$ cat src/hw/rtl/smb_pkg.sv
// Package for the serially loaded bank mapper.
// Holds widths, reset values, register select codes and the commit struct.
// No dependencies.
package smb_pkg;

    localparam int PRG_BANKS = 16;

    localparam int ADDR_W    = 16;
    localparam int DATA_W    = 8;
    localparam int BANK_W    = 5;
    localparam int LOAD_BITS = 5;
    localparam int COUNT_W   = 3;

    // Low five bits of the last 16K bank
    localparam logic [BANK_W-1:0] PRG_LAST_BANK = BANK_W'((PRG_BANKS - 1) % 32);
    localparam logic [BANK_W-1:0] CHR_HIGH_RESET = BANK_W'(1);

    localparam logic [COUNT_W-1:0] LAST_POS = COUNT_W'(LOAD_BITS - 1);

    // Control forced bits on a loader reset write, and control bit positions
    localparam logic [BANK_W-1:0] CTRL_RESET_SET = 5'h0C;
    localparam logic [BANK_W-1:0] PAIR_MASK      = 5'h1E;
    localparam int CTRL_CHR_4K_BIT   = 4;
    localparam int CTRL_PRG_MODE_BIT = 3;
    localparam int CTRL_PRG_SLOT_BIT = 2;
    localparam int DATA_RESET_BIT    = 7;
    localparam int ADDR_SEL_LSB      = 13;

    typedef enum logic [1:0] {
        SEL_CONTROL  = 2'd0,
        SEL_CHR_LOW  = 2'd1,
        SEL_CHR_HIGH = 2'd2,
        SEL_PRG      = 2'd3
    } t_reg_sel;

    // What one accepted write does to the register file
    typedef struct packed {
        logic              advance;   // a write was accepted this cycle
        logic              clear;     // data bit 7 reset write
        logic              commit;    // fifth serial bit arrived
        t_reg_sel          sel;
        logic [BANK_W-1:0] value;
    } t_commit;

    typedef struct packed {
        logic [BANK_W-1:0] prg_low;
        logic [BANK_W-1:0] prg_high;
        logic [BANK_W-1:0] chr_low;
        logic [BANK_W-1:0] chr_high;
        logic              mirror;
    } t_map;

endpackage

$ cat src/hw/rtl/smb_if.sv
// Valid/ready channel interfaces for the bank mapper write and result beats.
// Depends on smb_pkg for the field widths.
interface smb_wr_if import smb_pkg::*; ();
    logic              valid;
    logic              ready;
    logic [ADDR_W-1:0] write_address;
    logic [DATA_W-1:0] write_data;

    modport source (output valid, output write_address, output write_data, input ready);
    modport sink   (input valid, input write_address, input write_data, output ready);
endinterface

interface smb_map_if import smb_pkg::*; ();
    logic              valid;
    logic              ready;
    logic              committed;
    logic [BANK_W-1:0] prg_bank_low;
    logic [BANK_W-1:0] prg_bank_high;
    logic [BANK_W-1:0] chr_bank_low;
    logic [BANK_W-1:0] chr_bank_high;
    logic              mirror_vertical;

    modport source (output valid, output committed, output prg_bank_low,
                    output prg_bank_high, output chr_bank_low, output chr_bank_high,
                    output mirror_vertical, input ready);
    modport sink   (input valid, input committed, input prg_bank_low,
                    input prg_bank_high, input chr_bank_low, input chr_bank_high,
                    input mirror_vertical, output ready);
endinterface

$ cat src/hw/rtl/serial_loaded_bank_mapper.sv
// Serially loaded bank mapper top level: one result beat for every write beat.
// A write beat taken at an edge is offered as a result beat from the next cycle.
// One write per cycle while o_map.ready holds; output register and ready path set the rate.
// Reset (synchronous, active low): loader empty, control 0, PRG low 0, PRG high last bank,
// CHR low 0, CHR high 1, horizontal mirroring; no result pending.
// Depends on smb_pkg, smb_if, smb_loader and smb_banks.
module serial_loaded_bank_mapper import smb_pkg::*; (
    input  logic   i_clk,
    input  logic   i_rst_n,
    smb_wr_if.sink    i_wr,
    smb_map_if.source o_map
);

    // Output register state
    logic    r_valid;
    logic    r_committed;
    t_map    r_result;
    logic    accept;
    t_commit commit;
    t_map    next_map;

    // Take a new beat whenever the output register is empty or drains this cycle
    assign i_wr.ready = !r_valid || o_map.ready;
    assign accept     = i_wr.valid && i_wr.ready;

    // Shift the serial bit and decide whether this beat commits
    smb_loader u_loader (
        .i_clk     (i_clk),
        .i_rst_n   (i_rst_n),
        .i_accept  (accept),
        .i_address (i_wr.write_address),
        .i_data    (i_wr.write_data),
        .o_commit  (commit)
    );

    // Apply the commit and produce the mapping after this beat
    smb_banks u_banks (
        .i_clk      (i_clk),
        .i_rst_n    (i_rst_n),
        .i_commit   (commit),
        .o_next_map (next_map)
    );

    // Result register: load on accept, drop valid once the beat is taken
    always_ff @(posedge i_clk) begin
        if (!i_rst_n) begin
            r_valid <= 1'b0;
        end else if (accept) begin
            r_valid <= 1'b1;
        end else if (o_map.ready) begin
            r_valid <= 1'b0;
        end
    end

    always_ff @(posedge i_clk) begin
        if (accept) begin
            r_committed <= commit.commit;
            r_result    <= next_map;
        end
    end

    assign o_map.valid           = r_valid;
    assign o_map.committed       = r_committed;
    assign o_map.prg_bank_low    = r_result.prg_low;
    assign o_map.prg_bank_high   = r_result.prg_high;
    assign o_map.chr_bank_low    = r_result.chr_low;
    assign o_map.chr_bank_high   = r_result.chr_high;
    assign o_map.mirror_vertical = r_result.mirror;

`ifndef SYNTHESIS
    // A loader reset write never reports a commit
    a_clear_no_commit: assert property (@(posedge i_clk) disable iff (!i_rst_n)
        accept && i_wr.write_data[DATA_RESET_BIT] |=> r_valid && !r_committed)
        else $error("reset write reported a commit");

    // A fifth serial bit shows up as a committed result
    a_commit_reported: assert property (@(posedge i_clk) disable iff (!i_rst_n)
        accept && commit.commit |=> r_valid && r_committed)
        else $error("commit lost on the result beat");

    // Commit and loader clear are exclusive within one beat
    a_commit_clear_excl: assert property (@(posedge i_clk) disable iff (!i_rst_n)
        !(commit.commit && commit.clear))
        else $error("commit and clear in the same beat");
`endif

endmodule

$ cat src/hw/rtl/smb_loader.sv
// Five-bit serial loader: shifts data bit 0 in, LSB first, and flags the commit.
// Depends on smb_pkg.
module smb_loader import smb_pkg::*; (
    input  logic              i_clk,
    input  logic              i_rst_n,
    input  logic              i_accept,
    input  logic [ADDR_W-1:0] i_address,
    input  logic [DATA_W-1:0] i_data,
    output t_commit           o_commit
);

    logic [COUNT_W-1:0] r_count, n_count;
    logic [BANK_W-1:0]  r_buffer, n_buffer;
    logic [BANK_W-1:0]  shifted;
    logic               clear, last;

    assign clear   = i_data[DATA_RESET_BIT];
    assign last    = (r_count == LAST_POS);
    assign shifted = r_buffer | (BANK_W'(i_data[0]) << r_count);

    always_comb begin
        n_count  = r_count;
        n_buffer = r_buffer;
        if (i_accept) begin
            if (clear || last) begin
                n_count  = '0;
                n_buffer = '0;
            end else begin
                n_count  = r_count + COUNT_W'(1);
                n_buffer = shifted;
            end
        end
    end

    always_comb begin
        o_commit.advance = i_accept;
        o_commit.clear   = i_accept && clear;
        o_commit.commit  = i_accept && !clear && last;
        o_commit.sel     = t_reg_sel'(i_address[ADDR_SEL_LSB +: 2]);
        o_commit.value   = shifted;
    end

    always_ff @(posedge i_clk) begin
        if (!i_rst_n) begin
            r_count  <= '0;
            r_buffer <= '0;
        end else begin
            r_count  <= n_count;
            r_buffer <= n_buffer;
        end
    end

endmodule

$ cat src/hw/rtl/smb_banks.sv
// Control and bank registers; applies a committed value to its target register.
// Depends on smb_pkg. Drives the mapping as it stands after the current beat.
module smb_banks import smb_pkg::*; (
    input  logic    i_clk,
    input  logic    i_rst_n,
    input  t_commit i_commit,
    output t_map    o_next_map
);

    logic [BANK_W-1:0] r_control, n_control;
    t_map              r_map, n_map;
    logic [BANK_W-1:0] pair;

    assign pair = i_commit.value & PAIR_MASK;

    always_comb begin
        n_control = r_control;
        n_map     = r_map;
        if (i_commit.clear) begin
            n_control = r_control | CTRL_RESET_SET;
        end else if (i_commit.commit) begin
            case (i_commit.sel)
                SEL_CONTROL: begin
                    n_control    = i_commit.value;
                    n_map.mirror = i_commit.value[0];
                end
                SEL_CHR_LOW: begin
                    if (r_control[CTRL_CHR_4K_BIT]) begin
                        n_map.chr_low = i_commit.value;
                    end else begin
                        n_map.chr_low  = pair;
                        n_map.chr_high = pair | BANK_W'(1);
                    end
                end
                SEL_CHR_HIGH: begin
                    if (r_control[CTRL_CHR_4K_BIT]) begin
                        n_map.chr_high = i_commit.value;
                    end
                end
                SEL_PRG: begin
                    if (r_control[CTRL_PRG_MODE_BIT]) begin
                        if (r_control[CTRL_PRG_SLOT_BIT]) begin
                            n_map.prg_low = i_commit.value;
                        end else begin
                            n_map.prg_high = i_commit.value;
                        end
                    end else begin
                        n_map.prg_low  = pair;
                        n_map.prg_high = pair | BANK_W'(1);
                    end
                end
                default: begin
                    n_control = r_control;
                end
            endcase
        end
    end

    assign o_next_map = n_map;

    always_ff @(posedge i_clk) begin
        if (!i_rst_n) begin
            r_control      <= '0;
            r_map.prg_low  <= '0;
            r_map.prg_high <= PRG_LAST_BANK;
            r_map.chr_low  <= '0;
            r_map.chr_high <= CHR_HIGH_RESET;
            r_map.mirror   <= 1'b0;
        end else begin
            r_control <= n_control;
            r_map     <= n_map;
        end
    end

endmodule

$ cat src/flat_wrapper.sv
// flat-port wrapper written by rule: the top's interface ports become plain ports
module serial_loaded_bank_mapper_flat import smb_pkg::*;
  (i_clk, i_rst_n, i_wr_valid, i_wr_write_address, i_wr_write_data, i_wr_ready, o_map_valid, o_map_committed, o_map_prg_bank_low, o_map_prg_bank_high, o_map_chr_bank_low, o_map_chr_bank_high, o_map_mirror_vertical, o_map_ready);
  smb_wr_if i_wr_i ();
  smb_map_if o_map_i ();
  input  logic i_clk;
  input  logic i_rst_n;
  input wire logic [$bits(i_wr_i.valid)-1:0] i_wr_valid;
  input wire logic [$bits(i_wr_i.write_address)-1:0] i_wr_write_address;
  input wire logic [$bits(i_wr_i.write_data)-1:0] i_wr_write_data;
  output wire logic [$bits(i_wr_i.ready)-1:0] i_wr_ready;
  output wire logic [$bits(o_map_i.valid)-1:0] o_map_valid;
  output wire logic [$bits(o_map_i.committed)-1:0] o_map_committed;
  output wire logic [$bits(o_map_i.prg_bank_low)-1:0] o_map_prg_bank_low;
  output wire logic [$bits(o_map_i.prg_bank_high)-1:0] o_map_prg_bank_high;
  output wire logic [$bits(o_map_i.chr_bank_low)-1:0] o_map_chr_bank_low;
  output wire logic [$bits(o_map_i.chr_bank_high)-1:0] o_map_chr_bank_high;
  output wire logic [$bits(o_map_i.mirror_vertical)-1:0] o_map_mirror_vertical;
  input wire logic [$bits(o_map_i.ready)-1:0] o_map_ready;
  assign i_wr_i.valid = i_wr_valid;
  assign i_wr_i.write_address = i_wr_write_address;
  assign i_wr_i.write_data = i_wr_write_data;
  assign i_wr_ready = i_wr_i.ready;
  assign o_map_valid = o_map_i.valid;
  assign o_map_committed = o_map_i.committed;
  assign o_map_prg_bank_low = o_map_i.prg_bank_low;
  assign o_map_prg_bank_high = o_map_i.prg_bank_high;
  assign o_map_chr_bank_low = o_map_i.chr_bank_low;
  assign o_map_chr_bank_high = o_map_i.chr_bank_high;
  assign o_map_mirror_vertical = o_map_i.mirror_vertical;
  assign o_map_i.ready = o_map_ready;
  serial_loaded_bank_mapper u_core (.i_clk(i_clk), .i_rst_n(i_rst_n), .i_wr(i_wr_i), .o_map(o_map_i));
endmodule
$ cat config.mk
export PLATFORM = sky130hd
export DESIGN_NAME = serial_loaded_bank_mapper_flat
export DESIGN_NICKNAME = d
export VERILOG_FILES = /design/src/hw/rtl/smb_pkg.sv /design/src/hw/rtl/smb_if.sv /design/src/hw/rtl/serial_loaded_bank_mapper.sv /design/src/hw/rtl/smb_loader.sv /design/src/hw/rtl/smb_banks.sv /design/src/flat_wrapper.sv
export SDC_FILE = /design/constraint.sdc
export NUM_CORES = 1
export LEC_CHECK = 0
export ABC_CLOCK_PERIOD_IN_PS = 4800
export BUFFER_PORTS_ARGS = -buffer_cell sky130_fd_sc_hd__buf_4
export CAP_MARGIN = 20
export CORE_UTILIZATION = 55
export DETAILED_ROUTE_END_ITERATION = 12
export PLACE_DENSITY = 0.81
export SKIP_LAST_GASP = 1
export SYNTH_ARGS = -nofsm -noshare
export SYNTH_HDL_FRONTEND = slang
export SYNTH_HIERARCHICAL = 1
export SYNTH_SLANG_ARGS = --single-unit
$ cat constraint.sdc
create_clock -name i_clk -period 4.8 [get_ports i_clk]
set_input_delay 0.24 -clock i_clk [delete_from_list [all_inputs] [get_ports i_clk]]
set_output_delay 0.24 -clock i_clk [all_outputs]
set_load 0.01 [all_outputs]
==> results of run 1 <==
-- area by class of cell --
type / count / area [µm²] / share of cell area [%]
timing repair buffer: 32 / 240 / 8.73
clock inverter: 2 / 60.1 / 2.18
sequential: 55 / 1320 / 48.0
tap: 50 / 62.6 / 2.27
inverter: 9 / 33.8 / 1.23
clock buffer: 6 / 72.6 / 2.64
multi-input combinational: 141 / 961 / 34.9
-- layout by cell type (no fill, tap or decap), types with 2 or more instances in the layout --
cell type   n
inv_1       8
mux2_4      5
a211oi_1    2
a31o_1      4
nor3_1      2
a31oi_1     2
and2_1      2
mux2_2      2
clkbuf_8    5
nand2b_1    2
o31ai_1     2
and2_4      5
bufinv_16   2
a21oi_1    13
and3_1      4
ha_1        6
buf_4      32
nand2_1    23
dfxtp_1    33
nor2_1      9
nand3b_4    2
nand3_1    17
edfxtp_1   22
nor3b_2     3
o21ai_0    13
and3b_1     2
a22o_1      2
nor2b_1     4
-- state kept, by name, indices dropped and copies added, names as in the netlist --
signal,count
u_core/o_map.chr_bank_low,5
u_core/o_map.prg_bank_high,5
u_core/o_map.chr_bank_high,5
u_core/o_map.mirror_vertical,1
u_core/u_loader/r_buffer,5
u_core/o_map.prg_bank_low,5
u_core/u_banks/r_map,21
u_core/u_loader/r_count,3
u_core/o_map.valid,1
u_core/o_map.committed,1
u_core/u_banks/r_control,3
-- per-layer routing --
metal,vias up,track usage (%)
met5,-,0
met4,0,14.4
met3,14,3.55
met2,42,32.5
met1,746,27.0
li1,816,-
-- path summary, 6_finish.rpt --
path | startpoint | end | slack [ps] | depth (start not counted)
hold reg to reg | u_core/u_banks/r_map[6] | u_core/u_banks/r_map[6] | 470 | 2
setup / recovery | u_core/o_map.valid | u_core/o_map.chr_bank_high[0] | 2510 | 8
setup reg to reg | u_core/o_map.valid | u_core/o_map.chr_bank_high[0] | 2510 | 8
hold / removal | i_wr_valid | u_core/o_map.valid | 180 | 3
-- worst max-delay path: cells and delay by family (launching register included) --
kind | cells | cell delay (ps)
DFF | 1 | 340
AOI/OAI and AO/OA | 2 | 460
and+or+nand+nor | 4 | 860
buffers and inverters | 2 | 350
-- per-stage QoR --
stage	hold slack [ps]	total power [W]	instance area (µm²)	worst slack, ps	std cells
global route	201	0.000941	2750	2310	295
global placement	448	0.000568	2620	2540	287
detailed placement	454	0.000570	2620	2460	287
CTS	171	0.000919	2750	2480	295
finish	175	0.000915	2750	2510	295
floorplan	368	0.000546	2360	2710	211
-- report_power, final --
group / leakage, nW / switching, W / internal [W]
clock network: 0.0654 / 0.000146 / 0.000208
logic: 0.646 / 0.0000356 / 0.0000255
registers: 0.472 / 0.00000577 / 0.000494
==> reports/summary.txt, run 1 <==
Outcome = completed
Max-cap violations = 0
Fill cells = 309
Post-DP HPWL = 2.84 mm
First-pass GRT wire length = 6.87 mm
Cells after Synth = 211
Crit-path max FO = 29
Vias in the first global route = 1,470
Layout cells sized above 1 = 26.1%
Largest net degree at the start of global routing = 30
Top sig layer = met4
Util after Layout = 67.8%
Yosys warnings = 6
Layout Area Growth over Synthesis = 16.7%
Unrepaired setup endpoints after global routing = false
Slew margin rel. = 66.7%
PwrDens = 332 nW/µm²
Syn_nets = 245
Met2 WL = 2.04 mm
WL met1 = 1.99 mm
Clock latency reported for the late side of the worst-skew pair = 310 ps
Die area = 4550 µm²
Final critical-path share of the clock period = 47.7%
Core area = 4060 µm²
Met3 wire len = 151 µm
Initial antenna violation count = 0
Num Clock Sinks = 55
Die Y = 67.5 µm
Crit end category = register
DRC violations left = 0
Final min period = 2290 ps
Pins Over Slew Limit = 0
Worst Setup Path Type = register to register
Tot GR Track Use = 21.2%
Max rail drop VDD = 0.245 mV
Post-CTS setup buffers = 0
CTS clock-pin slew for the worst setup and hold paths = 90 ps
Setup_tns = 0 ps
Die Wd = 67.5 µm
Number of gates resized after CTS = 0
Root buffer cell = clkbuf_8
Static leakage = 1.18 nW
Startpoint types = register
Total gr overflow = 0
CTS Buf Count = 5
Critical path's slowest cell = and2_4
F_max = 0.437 GHz
Final setup viols = 0
CTS Buffer Depth = 2
Routability Congestion = 0.811
Syn avg cell area = 11.2 µm²
Clock Skew = 9.81 ps
Cell area after synthesis = 2360 µm²
Routed len/inst = 14.7 µm
CTS Hold Bufs = 0
# rows = 23
Worst hold path class = primary input to register
DR pass1 iterations = 4
Iteration-0 DRC Markers = 143
Actual slew at the worst max-slew pin = 499 ps
N_diodes = 0
WL final = 4.33 mm
Number of port buffers = 31
Nets@finish = 278
I/O Pins = 52
CP cell instances = nand2b_4 -> and2_4 -> inv_2 -> nor3_1 -> buf_4 -> nand3b_1 -> o31ai_1 -> o21ai_0
CP arrival = 2330 ps
Routed Antenna Nets = 0
Final hold vios = 0
CP max stage delay = 390 ps
Vias/cell = 5.48
CTS tree = done
Worst endpoint required time = 4840 ps
H-tree Lvls = 2
Starting Density = 58.1%
Via count = 1,618
Note: power is estimated with default switching activity, not from simulation.
==> run 2, diff against run 1 <==
- ABC_AREA: default -> 1
- ABC_CLOCK_PERIOD_IN_PS: 4800 -> 2200
- CORE_UTILIZATION: 55 -> 53
- PLACE_DENSITY: 0.81 -> 0.78
- clock period: 4.8 -> 2.2 ns (I/O delays scaled with it)
==> run 2 against run 1 <==
Compared with the run above: routed wire length decreased by 3.7%; clock power up 80%; fmax grew 18%; sequential power is 120% higher; die area rose by 4.7%; critical path depth grew 1; count of clock-buffer cells in the layout stayed put; first-iteration DRC count unchanged; design area rose by 0.55%; register-to-register slack got worse by 2200 ps; utilization down 3.8 points.
==> reports/summary.txt, run 2 <==
Outcome = completed (unchanged)
Routability Congestion = 0.808 (was 0.811)
Slew margin rel. = 65.2% (was 66.7%)
Total gr overflow = 0 (unchanged)
Actual slew at the worst max-slew pin = 522 ps (was 499 ps)
Worst Setup Path Type = register to register (unchanged)
Top reg by flops = u_core/u_banks/r_map (unchanged)
Fill cells = 383 (was 309)
Hold_sp = o_map_ready (was i_wr_valid)
Most frequent CP cell = inv_1
Cell area after synthesis = 2380 µm² (was 2360 µm²)
I/O Pins = 52 (unchanged)
Number of port buffers = 31 (unchanged)
Max rail drop VDD = 0.293 mV (was 0.245 mV)
Startpoint types = register (unchanged)
Vias in the first global route = 1,644 (was 1,470)
DRC violations left = 0 (unchanged)
H-tree Lvls = 2 (unchanged)
Final setup viols = 0 (unchanged)
Starting Density = 55.1% (was 58.1%)
Routed len/inst = 11.3 µm (was 14.7 µm)
Clock latency reported for the late side of the worst-skew pair = 300 ps (was 310 ps)
Routed Antenna Nets = 0 (unchanged)
Via count = 1,762 (was 1,618)
Die Y = 69.0 µm (was 67.5 µm)
WHS Path Cells = 4 (was 3)
Initial antenna violation count = 0 (unchanged)
Tot GR Track Use = 19.1% (was 21.2%)
Post-DP HPWL = 2.83 mm (was 2.84 mm)
Storage element area = 1320 µm² (unchanged)
Post-CTS setup buffers = 0 (unchanged)
Most common cell after layout, fill and taps aside = nand2_1 (was dfxtp_1)
Num Clock Sinks = 55 (unchanged)
CTS tree = done (unchanged)
FF-to-FF End = u_core/o_map.chr_bank_low[3] (was u_core/o_map.chr_bank_high[0])
Placed cell area = 2660 µm² (was 2620 µm²)
Yosys warnings = 6 (unchanged)
CP max stage delay = 340 ps (was 390 ps)
Nets@finish = 351 (was 278)
CTS clock-pin slew for the worst setup and hold paths = 90 ps (about the same)
CP cell instances = inv_1 -> ha_1 -> nand3_1 -> nor2_2 -> inv_1 -> nor2_2 -> nand2_2 -> o21ai_0 -> inv_1 (was nand2b_4 -> and2_4 -> inv_2 -> nor3_1 -> buf_4 -> nand3b_1 -> o31ai_1 -> o21ai_0)
CTS Buf Count = 5 (unchanged)
Layout Area Growth over Synthesis = 16.2% (was 16.7%)
Final hold vios = 0 (unchanged)
Unrepaired setup endpoints after global routing = false (unchanged)
Worst reg-to-reg setup slack = 260 ps (was 2510 ps)
Crit end category = register (unchanged)
Worst endpoint required time = 2260 ps (was 4840 ps)
Syn avg cell area = 8.41 µm² (was 11.2 µm²)
First-pass GRT wire length = 7.16 mm (was 6.87 mm)
Final min period = 1940 ps (was 2290 ps)
Largest net degree at the start of global routing = 28 (was 30)
Setup_tns = 0 ps (unchanged)
Multi-input gate area = 816 µm² (was 961 µm²)
Cells after Synth = 283 (was 211)
DR pass1 iterations = 4 (unchanged)
N_diodes = 0 (unchanged)
Iteration-0 DRC Markers = 143 (unchanged)
Root buffer cell = clkbuf_8 (unchanged)
Static leakage = 1.40 nW (was 1.18 nW)
WL final = 4.17 mm (was 4.33 mm)
PwrDens = 670 nW/µm² (was 332 nW/µm²)
Core area = 4320 µm² (was 4060 µm²)
Clock Skew = 2.72 ps (was 9.81 ps)
Post-Place Worst Slack = 192 ps (was 2460 ps)
Worst hold path class = primary input to register (unchanged)
Vias/cell = 4.78 (was 5.48)
Post-route setup slack = 262 ps (was 2510 ps)
Die Wd = 69.0 µm (was 67.5 µm)
Critical path's slowest cell = dfxtp_1 (was and2_4)
Syn_nets = 317 (was 245)
# rows = 24 (was 23)
CTS Buffer Depth = 2 (unchanged)
Worst-case reg-to-reg path depth = 9 (was 8)
F_max = 0.516 GHz (was 0.437 GHz)
CP arrival = 2000 ps (was 2330 ps)
Worst Hold End = u_core/o_map.valid (unchanged)
Crit-path max FO = 10 (was 29)
Layout cells sized above 1 = 16.7% (was 26.1%)
Most frequent cells in the layout = nand2_1 (72), inv_1 (57), dfxtp_1 (33), buf_4 (32), nor2_1 (26) (was dfxtp_1 (33), buf_4 (32), nand2_1 (23), edfxtp_1 (22), nand3_1 (17))
Final critical-path share of the clock period = 88.1% (was 47.7%)
Pins Over Slew Limit = 0 (unchanged)
FF-to-FF Start = u_core/u_loader/r_count[1] (was u_core/o_map.valid)
Max-cap violations = 0 (unchanged)
Die area = 4760 µm² (was 4550 µm²)
Max reg flops = 21 (unchanged)
Design area = 2770 µm² (was 2750 µm²)
run 2: power breakdown:
group,switching [W],internal [W]
clock network,0.000302,0.000334
logic,0.0000829,0.0000480
registers,0.00000906,0.00108
run 2: metrics by stage:
step                hold WS, ps  power (W)  utilization (%)  instances
floorplan                   232    0.00119                -        283
global placement            389    0.00124             61.5        362
detailed placement          396    0.00124             61.5        362
CTS                        71.6    0.00187             63.9        369
global route               89.7    0.00192             64.0        369
finish                     75.8    0.00185             64.0        369
run 2: repair_timing:
item                                   4_1_cts  5_1_grt
resized for setup                            0        1
setup endpoints to repair                    0        7
hold buffers                                 0        0
endpoints found under the hold margin        0        0
run 2: layout make-up:
class                           instances  share of cell area, %
Multi-Input combinational cell        164                   29.5
Tap cell                               52                   2.35
Sequential cell                        55                   47.8
Inverter                               59                   8.01
Clock inverter                          1                   1.09
Clock buffer                            6                   2.62
Timing Repair Buffer                   32                   8.68
run 2: critical path, delay by kind of cell, from the launching register on:
| kind | cells | cell delay [ps] |
|---|---|---|
| buf+inv | 3 | 280 |
| fa+ha+maj | 1 | 210 |
| flops | 1 | 340 |
| compound gates | 1 | 260 |
| simple gates | 4 | 620 |
run 2: worst max-delay path by stage:
stage	from	endpoint	slack, ps	depth (start not counted)
finish	u_core/u_loader/r_count[1]	u_core/o_map.chr_bank_low[3]	260	9
floorplan	u_core/o_map.valid	u_core/o_map.chr_bank_low[1]	2	8
global placement	u_core/u_loader/r_count[1]	u_core/o_map.chr_bank_low[0]	240	9
detailed placement	u_core/u_loader/r_count[1]	u_core/o_map.chr_bank_low[2]	190	9
global route	u_core/u_loader/r_count[1]	u_core/o_map.chr_bank_high[0]	50	7
CTS	u_core/u_loader/r_count[1]	u_core/o_map.chr_bank_low[2]	180	9
run 2: layer usage:
layer / global-route usage (%) / part of all wire, % / vias up / wire length [µm]
met5: 0 / 0 / - / 0
met1: 24.0 / 46 / 786 / 1930
li1: - / - / 929 / -
met3: 4.68 / 5.8 / 7 / 241
met4: 7.48 / 1.6 / 0 / 68
met2: 31.5 / 46 / 40 / 1930
